File: config.mk
export PLATFORM = sky130hd
export DESIGN_NAME = fir_filter_8tap_unit
export DESIGN_NICKNAME = d
export VERILOG_FILES = /design/src/hdl/fir8_pkg.sv /design/src/hdl/fir8_cfg.sv /design/src/hdl/fir8_mac.sv /design/src/hdl/fir_filter_8tap_unit.sv
export SDC_FILE = /design/constraint.sdc
export NUM_CORES = 1
export LEC_CHECK = 0
export ABC_AREA = 0
export BUFFER_PORTS_ARGS = -buffer_cell sky130_fd_sc_hd__buf_2
export CAP_MARGIN = 20
export CORE_MARGIN = 3
export CORE_UTILIZATION = 55
export DETAILED_ROUTE_END_ITERATION = 10
export GPL_TIMING_DRIVEN = 1
export PLACE_DENSITY_LB_ADDON = 0.1
export SLEW_MARGIN = 0
export SYNTH_ARGS = -nofsm -noshare
export SYNTH_HDL_FRONTEND = slang
export SYNTH_HIERARCHICAL = 1
export SYNTH_SLANG_ARGS = --single-unit
File: constraint.sdc
create_clock -name clk -period 9.3 [get_ports clk]
set_clock_uncertainty 0.2 [all_clocks]
set_input_delay 0.465 -clock clk [delete_from_list [all_inputs] [get_ports clk]]
set_output_delay 0.465 -clock clk [all_outputs]
set_load 0.01 [all_outputs]
File: src/hdl/fir8_pkg.sv
// ----------------------------------------------------------------------------
// fir8_pkg
// Shared widths, types and state codes for the 8-tap digit-serial FIR filter.
// ----------------------------------------------------------------------------
package fir8_pkg;

  // sample and coefficient width, Q16.0 and Q1.15
  localparam int DATA_W    = 16;
  // digit width of the serial multiplier
  localparam int DIG_W     = 4;
  localparam int NUM_DIG   = DATA_W / DIG_W;
  localparam int DIG_CNT_W = $clog2(NUM_DIG);
  // coefficient registers and taps
  localparam int NUM_COEF  = 8;
  localparam int TAP_CNT_W = $clog2(NUM_COEF);
  localparam int DLY_DEPTH = NUM_COEF - 1;
  // sum of eight full-scale products fits in 35 bits, keep one spare
  localparam int ACC_W     = 36;
  // product of a coefficient and one signed digit
  localparam int PP_W      = DATA_W + DIG_W + 1;
  // rounding constant and result shift of the Q.15 accumulator
  localparam int FRAC_W    = 15;
  localparam int Y_W       = ACC_W - FRAC_W;
  // apb address and data
  localparam int ADDR_W    = TAP_CNT_W + 2;
  localparam int PDATA_W   = 32;

  typedef logic [NUM_COEF-1:0][DATA_W-1:0]  coef_vec_t;
  typedef logic [DLY_DEPTH-1:0][DATA_W-1:0] dly_vec_t;

  // sequencer control toward the multiply-accumulate unit
  typedef struct packed {
    logic clr;
    logic load;
    logic step;
  } mac_ctrl_t;

  // status back from the multiply-accumulate unit
  typedef struct packed {
    logic last_digit;
  } mac_stat_t;

  typedef enum logic [1:0] {
    ST_IDLE,
    ST_LOAD,
    ST_RUN,
    ST_DONE
  } fir8_state_t;

endpackage

File: src/hdl/fir8_cfg.sv
// ----------------------------------------------------------------------------
// fir8_cfg
// APB register file holding the eight Q1.15 tap coefficients.
// ----------------------------------------------------------------------------
module fir8_cfg (
  input  logic                           clk,
  input  logic                           rst,
  input  logic                           psel,
  input  logic                           penable,
  input  logic                           pwrite,
  input  logic [fir8_pkg::ADDR_W-1:0]    paddr,
  input  logic [fir8_pkg::PDATA_W-1:0]   pwdata,
  output logic [fir8_pkg::PDATA_W-1:0]   prdata,
  output logic                           pready,
  output fir8_pkg::coef_vec_t            coefs
);
  import fir8_pkg::*;

  logic [TAP_CNT_W-1:0] reg_idx;
  logic                 wr_en;
  logic [DATA_W-1:0]    rd_coef;

  // word address selects the coefficient
  assign reg_idx = paddr[ADDR_W-1:2];
  assign wr_en   = psel & penable & pwrite;
  assign pready  = 1'b1;

  // coefficient registers
  always_ff @(posedge clk) begin
    if (rst) begin
      coefs <= '0;
    end else if (wr_en) begin
      coefs[reg_idx] <= pwdata[DATA_W-1:0];
    end
  end

  // read back sign extended
  assign rd_coef = coefs[reg_idx];
  assign prdata  = {{(PDATA_W-DATA_W){rd_coef[DATA_W-1]}}, rd_coef};

endmodule

File: src/hdl/fir8_mac.sv
// ----------------------------------------------------------------------------
// fir8_mac
// Digit-serial multiply-accumulate: while step is high, the tap sample shifts out
// one 4-bit digit per cycle, each digit times the coefficient is added at its weight.
// ----------------------------------------------------------------------------
module fir8_mac (
  input  logic                              clk,
  input  logic                              rst,
  input  fir8_pkg::mac_ctrl_t               ctrl,
  input  logic signed [fir8_pkg::DATA_W-1:0] sample,
  input  logic signed [fir8_pkg::DATA_W-1:0] coef,
  output fir8_pkg::mac_stat_t               stat,
  output logic signed [fir8_pkg::ACC_W-1:0] acc
);
  import fir8_pkg::*;

  logic [DATA_W-1:0]        xsr;
  logic signed [DATA_W-1:0] cf;
  logic [DIG_CNT_W-1:0]     dig;
  logic                     last_dig;
  logic signed [DIG_W:0]    digit;
  logic signed [PP_W-1:0]   pp;
  logic signed [ACC_W-1:0]  pp_ext;
  logic signed [ACC_W-1:0]  pp_sh;

  assign last_dig        = (dig == DIG_CNT_W'(NUM_DIG - 1));
  assign stat.last_digit = last_dig;

  // top digit carries the sign, lower digits are unsigned
  assign digit  = last_dig ? {xsr[DIG_W-1], xsr[DIG_W-1:0]} : {1'b0, xsr[DIG_W-1:0]};
  assign pp     = cf * digit;
  assign pp_ext = ACC_W'(pp);
  assign pp_sh  = pp_ext <<< ({2'b00, dig} * DIG_W);

  // digit counter
  always_ff @(posedge clk) begin
    if (rst) begin
      dig <= '0;
    end else if (ctrl.load) begin
      dig <= '0;
    end else if (ctrl.step) begin
      dig <= dig + 1'b1;
    end
  end

  // sample shift register, coefficient latch and accumulator
  always_ff @(posedge clk) begin
    if (ctrl.load) begin
      xsr <= sample;
      cf  <= coef;
      if (ctrl.clr) begin
        acc <= '0;
      end
    end else if (ctrl.step) begin
      xsr <= xsr >> DIG_W;
      acc <= acc + pp_sh;
    end
  end

endmodule

File: src/hdl/fir_filter_8tap_unit.sv
// ----------------------------------------------------------------------------
// fir_filter_8tap_unit
// Direct-form FIR filter, eight taps, Q1.15 coefficients, rounded and
// saturated 16-bit output.
// ----------------------------------------------------------------------------
// Each tap is processed by a load state followed by the digit steps of the
// shared digit-serial multiply-accumulate; samples are accepted only in the
// idle state, so a new sample is not taken until the previous sum is complete.
// A new sample is taken while the previous result waits at the output.
// Reset clears coefficients, delay line and handshake state; no clear pass.
// ----------------------------------------------------------------------------
module fir_filter_8tap_unit #(
  parameter int TAPS = fir8_pkg::NUM_COEF
) (
  input  logic                              clk,
  input  logic                              rst,
  // configuration
  input  logic                              psel,
  input  logic                              penable,
  input  logic                              pwrite,
  input  logic [fir8_pkg::ADDR_W-1:0]       paddr,
  input  logic [fir8_pkg::PDATA_W-1:0]      pwdata,
  output logic [fir8_pkg::PDATA_W-1:0]      prdata,
  output logic                              pready,
  // input stream
  input  logic                              in_valid,
  output logic                              in_ready,
  input  logic signed [fir8_pkg::DATA_W-1:0] sample,
  // output stream
  output logic                              out_valid,
  input  logic                              out_ready,
  output logic signed [fir8_pkg::DATA_W-1:0] filtered,
  output logic                              saturated
);
  import fir8_pkg::*;

  fir8_state_t              state;
  fir8_state_t              state_next;
  coef_vec_t                coefs;
  mac_ctrl_t                mac_ctrl;
  mac_stat_t                mac_stat;
  logic signed [ACC_W-1:0]  acc;
  logic [TAP_CNT_W-1:0]     tap_cnt;
  logic                     last_tap;
  logic [DATA_W-1:0]        x0;
  dly_vec_t                 dly;
  logic [DATA_W-1:0]        tap_sample;
  logic                     in_beat;
  logic                     out_load;
  logic signed [ACC_W-1:0]  acc_rnd;
  logic signed [Y_W-1:0]    y;
  logic                     y_ovf;
  logic [DATA_W-1:0]        y_sat;

  fir8_cfg u_cfg (
    .clk     (clk),
    .rst     (rst),
    .psel    (psel),
    .penable (penable),
    .pwrite  (pwrite),
    .paddr   (paddr),
    .pwdata  (pwdata),
    .prdata  (prdata),
    .pready  (pready),
    .coefs   (coefs)
  );

  fir8_mac u_mac (
    .clk    (clk),
    .rst    (rst),
    .ctrl   (mac_ctrl),
    .sample (tap_sample),
    .coef   (coefs[tap_cnt]),
    .stat   (mac_stat),
    .acc    (acc)
  );

  assign last_tap = (tap_cnt == TAP_CNT_W'(TAPS - 1));
  assign in_beat  = in_valid & in_ready;

  // tap 0 is the newest sample, tap k is the sample k steps old
  assign tap_sample = (tap_cnt == '0) ? x0 : dly[tap_cnt - 1'b1];

  // next state
  always_comb begin
    state_next = state;
    case (state)
      ST_IDLE: begin
        if (in_valid) state_next = ST_LOAD;
      end
      ST_LOAD: begin
        state_next = ST_RUN;
      end
      ST_RUN: begin
        if (mac_stat.last_digit) state_next = last_tap ? ST_DONE : ST_LOAD;
      end
      ST_DONE: begin
        if (!out_valid || out_ready) state_next = ST_IDLE;
      end
      default: begin
        state_next = ST_IDLE;
      end
    endcase
  end

  // sequencer outputs
  always_comb begin
    in_ready      = 1'b0;
    mac_ctrl      = '0;
    out_load      = 1'b0;
    case (state)
      ST_IDLE: begin
        in_ready = 1'b1;
      end
      ST_LOAD: begin
        mac_ctrl.load = 1'b1;
        mac_ctrl.clr  = (tap_cnt == '0);
      end
      ST_RUN: begin
        mac_ctrl.step = 1'b1;
      end
      ST_DONE: begin
        out_load = !out_valid || out_ready;
      end
      default: begin
        in_ready = 1'b0;
      end
    endcase
  end

  // state and tap counter
  always_ff @(posedge clk) begin
    if (rst) begin
      state   <= ST_IDLE;
      tap_cnt <= '0;
    end else begin
      state <= state_next;
      if (state == ST_RUN && mac_stat.last_digit) begin
        tap_cnt <= last_tap ? '0 : tap_cnt + 1'b1;
      end
    end
  end

  // newest sample latch
  always_ff @(posedge clk) begin
    if (in_beat) begin
      x0 <= sample;
    end
  end

  // delay line shifts once the sum is taken
  always_ff @(posedge clk) begin
    if (rst) begin
      dly <= '0;
    end else if (out_load) begin
      dly <= {dly[DLY_DEPTH-2:0], x0};
    end
  end

  // round half up, drop fraction, clip to 16 bits
  assign acc_rnd = acc + (ACC_W'(1) <<< (FRAC_W - 1));
  assign y       = acc_rnd[ACC_W-1:FRAC_W];
  assign y_ovf   = !((&y[Y_W-1:DATA_W-1]) || !(|y[Y_W-1:DATA_W-1]));
  assign y_sat   = y[Y_W-1] ? {1'b1, {(DATA_W-1){1'b0}}} : {1'b0, {(DATA_W-1){1'b1}}};

  // output register
  always_ff @(posedge clk) begin
    if (rst) begin
      out_valid <= 1'b0;
    end else if (out_load) begin
      out_valid <= 1'b1;
    end else if (out_ready) begin
      out_valid <= 1'b0;
    end
  end

  always_ff @(posedge clk) begin
    if (out_load) begin
      filtered  <= y_ovf ? y_sat : y[DATA_W-1:0];
      saturated <= y_ovf;
    end
  end

endmodule

==> results of run 1 <==
metal layers:
metal / wire (um) / share of wire (%)
met3: 2164 / 4.3
met5: 13 / 0.026
met2: 24660 / 49
met4: 1394 / 2.8
met1: 22250 / 44
power breakdown:
| group | internal, mW | switching (mW) | total [mW] |
|---|---|---|---|
| Sequential | 1.77 | 0.105 | 1.88 |
| Combinational | 1.38 | 1.89 | 3.27 |
| Clock | 0.927 | 0.660 | 1.59 |
| Total | 4.08 | 2.66 | 6.74 |
layout make-up:
| cell class | count | share of cell area, % |
|---|---|---|
| Tap cell | 518 | 2.723 |
| Multi-Input combinational cell | 1632 | 52.83 |
| Inverter | 123 | 1.950 |
| Timing Repair Buffer | 127 | 3.317 |
| Clock inverter | 19 | 0.7516 |
| Sequential cell | 349 | 33.61 |
| Clock buffer | 57 | 4.820 |
sequential cells by signal (all words and copies together) (netlist names), 3 cells and up:
name         count
u_mac/cf        16
tap_cnt          3
filtered        16
dly            112
u_cfg/coefs    128
x0              16
u_mac/acc       36
u_mac/xsr       16
cell families (layout without fill, tap and decap cells):
family | Yosys count | after routing | share of synthesized area [%]
and+or+nand+nor | 791 | 791 | 17.96
muxes | 273 | 273 | 17.18
DFF | 349 | 349 | 36.63
adders and majority gates | 130 | 130 | 9.205
other | 1 | 1 | 0.01718
xor gates and xnor gates | 57 | 57 | 2.356
AOI/OAI and AO/OA | 380 | 380 | 10.72
buffers and inverters | 287 | 326 | 5.920
worst max-delay path, cell delays in order, from the launching register on:
cell and delay [ps]:
dfxtp_1 300, buf_4 260, ha_1 300, nand2_1 140, or2_2 340, fa_1 500, fa_1 510, fa_1 540
inv_1 60, fa_1 450, a21o_1 190, a21oi_1 230, o21bai_1 100, a21oi_1 370, o211ai_1 190, a221oi_1 380
xnor2_1 210, mux2i_1 140, mux2i_1 150, ha_1 330, a21o_1 230, a21o_1 170, a21oi_1 130, o21ai_1 110
a221o_1 350, a41oi_2 400, nor2_1 130, a311o_1 330
synthesized netlist by cell type (all sizes together) (57+ instances only):
master,number
and2,72
nor2,111
ha,79
clkbuf,98
buf,66
o21ai,57
nand2,344
edfxtp,101
mux2i,161
inv,120
a21oi,203
nand2b,149
mux4,78
dfxtp,248
how the worst max path moves through the flow:
stage                             from            end  slack [ps]  depth (start not counted)
after floorplan           u_mac/dig[0]  u_mac/acc[34]        2190                         26
after global placement    u_mac/dig[0]  u_mac/acc[34]        1370                         27
after detailed placement  u_mac/dig[0]  u_mac/acc[34]        1310                         27
after CTS                 u_mac/dig[0]  u_mac/acc[34]        1280                         27
after global routing      u_mac/dig[0]  u_mac/acc[34]         740                         28
final                     u_mac/dig[0]  u_mac/acc[34]        1270                         27
metrics by stage:
step | power, mW | util [%] | worst slack, ps | hold WS [ps]
after global placement | 5.073 | 57.28 | 1368 | 241.7
after CTS | 6.754 | 61.17 | 1284 | 123.8
after detailed placement | 5.127 | 57.35 | 1314 | 246.8
after global routing | 7.231 | 61.17 | 736.8 | 157.7
after floorplan | 4.508 | - | 2193 | 235.7
final | 6.739 | 61.17 | 1269 | 139.1
==> impl_metrics.yaml, run 1 <==
clock_network:
  root_buffer: "clkbuf_16"
  clk_latency_ps: 580
  clk_pin_slew_ps: 60
  ctsHoldBuffers: 16
  cts_resized: 0
  cts_max_level: 2
  cts_setup_buffers: 0
  numCtsBuffers: 41
  cts_tree: "yes"
  clockBufferDepth: 3
  cts.sinks: 349
timing:
  setup_viol_count_final: 0
  period_needed_ps: 8031
  hold_viol: 0
  relSlewSlack_pct: 30.45
  fmax_ghz: 0.1245
  rsz0062_at_grt: "false"
  timing.setup.tns_ps: 0
  worstMarginPinSlew_ps: 1039
  finalCritPeriodShare_pct: 86.35
  slew_viol_final: 0
final_layout:
  synthToLayoutAreaGrowth_pct: 9.044
  diodes: 0
  mostFrequentLayoutCell: "nand2_1"
  final_nets: 2464
  multi_input_comb_area_mm2: 0.01258
  regArea_mm2: 0.008001
  fillers: 3317
  layout_common_cells: "nand2_1, dfxtp_1, a21oi_1, mux2i_1, nand2b_1"
  fin_cells: 2825
  design_area_mm2: 0.02381
  drive_above_1_share_pct: 14.61
place:
  port_buffers: 92
  hpwlAfterDp_um: 32630
  place_area_mm2: 0.02232
  gp_congestion: 0.8481
  dp_cells: 2733
global_routing:
  grt_overflow: 0
  antenna_found_initial: 3
  grt_pass1_vias: 15480
  met2_usage_pct: 40.54
  grt.busiest_layer: "met2"
  use_met1_pct: 31.46
  grt_start_max_net_pins: 108
  grt_first_pass_wirelength_um: 81170
  gr-usage-all-layers_pct: 23.83
  gr-usage-met3_pct: 3.560
logic_synthesis:
  syn_area_per_cell_um2: 9.626
  synth_edf_count: 101
  synth.top_cell.area_share_pct: 22.74
  ys.flop_type: "dfxtp_1"
  syn-num-nets: 2458
  synth_cell_types: 88
  synthCells: 2268
  synthTopCellsByArea: "dfxtp_1, edfxtp_1, mux4_2"
  synth_area_mm2: 0.02183
  yosys.area.top_type: "dfxtp_1"
  synth_warnings: 6
  synth_seq_cells: 349
  ys_seq_area_share_pct: 36.63
  ys_async_sr_fraction_pct: 0
floorplan:
  boundaryPins: 112
  initial_core_util_pct: 56.10
  core_mm2: 0.03892
  die_h_um: 205.2
  die_w_um: 205.2
  rows: 72
  die_area_mm2: 0.04212
setup_path:
  startpoint_type: "flop"
  r2r_start: "u_mac/dig[0]"
  path_max_fanout: 24
  reg2reg_slack_ps: 1270
  critical_path_class: "flop to flop"
  arrival_ps: 8140
  critPathCaptureType: "flop"
  reg2regPathDepth: 27
  r2r-end: "u_mac/acc[34]"
  critical_path_required_ps: 9400
outcome:
  status: "finished clean"
hold_path:
  hold_start: "pwdata[0]"
  whs_endpoint: "u_cfg/coefs[64]"
  holdPathStages: 3
  hold_class: "primary input to flop"
routing:
  wire_per_inst_um: 17.87
  num_vias: 16020
  vias_per_cell: 5.672
  drc: 0
  routed_wirelength_um: 50480
  antenna_left: 0
  firstDrtPassIters: 5
  drt_iter0_markers: 990
power_and_ir_drop:
  powerDensity_mw_per_mm2: 283.1
  leakage_nw: 9.750
  ir_drop_mv: 0.1787
run:
  max_cap_viol_count: 0
Power figures use the tool's default switching activity.
==> inputs of run 2 (changes only) <==
- CTS_BUF_LIST: default -> sky130_fd_sc_hd__clkbuf_16
==> run 2 against run 1 <==
Design area down 0.17%. Critical path type unchanged. Wire length barely moved. Largest cell class unchanged. Largest power group unchanged. Sequential share of layout area increased by 0.057 points.
==> impl_metrics.yaml, run 2 (synthesis results as in run 1) <==
setup_path:
  crit_top_cell: "fa_1"
  critical_path_class: "flop to flop"
  r2r-end: "u_mac/acc[34]"
  crit_slowest_cell: "fa_1"
  reg2regPathDepth: 27
  critPathCapture: "u_mac/acc[34]"
  critical_path_required_ps: 9410
  r2r_start: "u_mac/dig[0]"
  critPathCaptureType: "flop"
  path_max_fanout: 24
  cp-startpoint: "u_mac/dig[0]"
  arrival_ps: 8140
  startpoint_type: "flop"
  max_stage_delay_ps: 540
  reg2reg_slack_ps: 1260
clock_network:
  cts_tree: "yes"
  cts_setup_buffers: 0
  cts_resized: 0
  cts.sinks: 349
  clk_latency_ps: 580
  numCtsBuffers: 41
  root_buffer: "clkbuf_16"
  clockBufferDepth: 3
  ctsHoldBuffers: 16
  cts_max_level: 2
  clk_pin_slew_ps: 60
global_routing:
  gr-usage-met3_pct: 3.560
  gr-usage-all-layers_pct: 23.82
  grt_pass1_vias: 15480
  grt.busiest_layer: "met2"
  use_met1_pct: 31.46
  grt_first_pass_wirelength_um: 81150
  antenna_found_initial: 3
  met2_usage_pct: 40.52
  grt_overflow: 0
  grt_start_max_net_pins: 108
place:
  hpwlAfterDp_um: 32630
  dp_cells: 2733
  port_buffers: 92
  gp_congestion: 0.8481
  place_area_mm2: 0.02232
final_layout:
  largest_reg_flops: 128
  top_regs: "u_cfg/coefs: 128 flops, dly: 112 flops, u_mac/acc: 36 flops"
  synthToLayoutAreaGrowth_pct: 8.861
  layout_common_cells: "nand2_1, dfxtp_1, a21oi_1, mux2i_1, nand2b_1"
  fillers: 3326
  diodes: 0
  drive_above_1_share_pct: 14.48
  fin_util_pct: 61.07
  final_nets: 2464
  fin_cells: 2825
  top_register: "u_cfg/coefs"
  design_area_mm2: 0.02377
  mostFrequentLayoutCell: "nand2_1"
timing:
  setup_viol_count_final: 0
  hold_ws_ps: 138.8
  finalCritPeriodShare_pct: 86.40
  period_needed_ps: 8035
  relSlewSlack_pct: 30.69
  hold_viol: 0
  fmax_ghz: 0.1245
  timing.setup.tns_ps: 0
  rsz0062_at_grt: "false"
  worstMarginPinSlew_ps: 1035
  slew_viol_final: 0
routing:
  firstDrtPassIters: 6
  antenna_left: 0
  num_vias: 15980
  drt_iter0_markers: 1029
  vias_per_cell: 5.656
  drc: 0
  wire_per_inst_um: 17.85
  routed_wirelength_um: 50430
floorplan:
  die_area_mm2: 0.04212
  die_w_um: 205.2
  initial_core_util_pct: 56.10
  boundaryPins: 112
  core_mm2: 0.03892
  rows: 72
  die_h_um: 205.2
power_and_ir_drop:
  powerDensity_mw_per_mm2: 281.5
  ir_drop_mv: 0.1789
  leakage_nw: 9.776
run:
  max_cap_viol_count: 0
hold_path:
  hold_class: "primary input to flop"
outcome:
  status: "finished clean"
run 2: cell types whose count changed in the layout (fill, tap and decap cells not counted), sizes merged:
cell	before	now
clkbuf	57	42
inv	125	137
clkinv	12	15
run 2: layout make-up:
class	instances	area [um^2]	share of cell area, %
timing repair buffer	127	789.5	3.322
tap	518	648.1	2.727
clock inverter	34	235.2	0.9898
inverter	123	464.2	1.953
clock buffer	42	1051	4.422
multi-input combinational	1632	12580	52.92
sequential	349	8001	33.67
run 2: worst max-delay path: cells and delay by family, from the launching register on:
| kind | cells | cell delay (ps) |
|---|---|---|
| xor+xnor | 1 | 150 |
| mux | 2 | 290 |
| flops | 1 | 300 |
| compound gates | 13 | 3190 |
| buf+inv | 2 | 320 |
| simple gates | 3 | 620 |
| fa+ha+maj | 6 | 2690 |
run 2: through the flow:
stage	setup WS, ps	power, mW
after floorplan	2193	4.508
after global placement	1368	5.073
after detailed placement	1314	5.127
after CTS	1284	6.707
after global routing	736.8	7.185
final	1265	6.691
run 2: power breakdown:
part           total, mW  internal, mW  switching (mW)
logic               3.27          1.38            1.89
registers           1.88          1.77           0.105
clock network       1.54         0.882           0.658
total               6.69          4.04            2.65
run 2: how the worst min path moves through the flow:
stage                           end       from  slack [ps]  cells after the start
floorplan                  dly[100]   dly[100]         240                      2
global placement           dly[110]   dly[110]         240                      2
detailed placement          dly[99]    dly[99]         250                      2
CTS                         dly[68]        rst         120                      2
global route              out_valid  out_ready         160                      3
finish              u_cfg/coefs[64]  pwdata[0]         140                      3
run 2: routing by layer:
layer | wire [um] | part of all wire [%] | vias up
li1 | - | - | 7852
met1 | 22210 | 44 | 7685
met2 | 24660 | 49 | 351
met3 | 2174 | 4.3 | 89
met4 | 1366 | 2.7 | 2
met5 | 13 | 0.026 | -
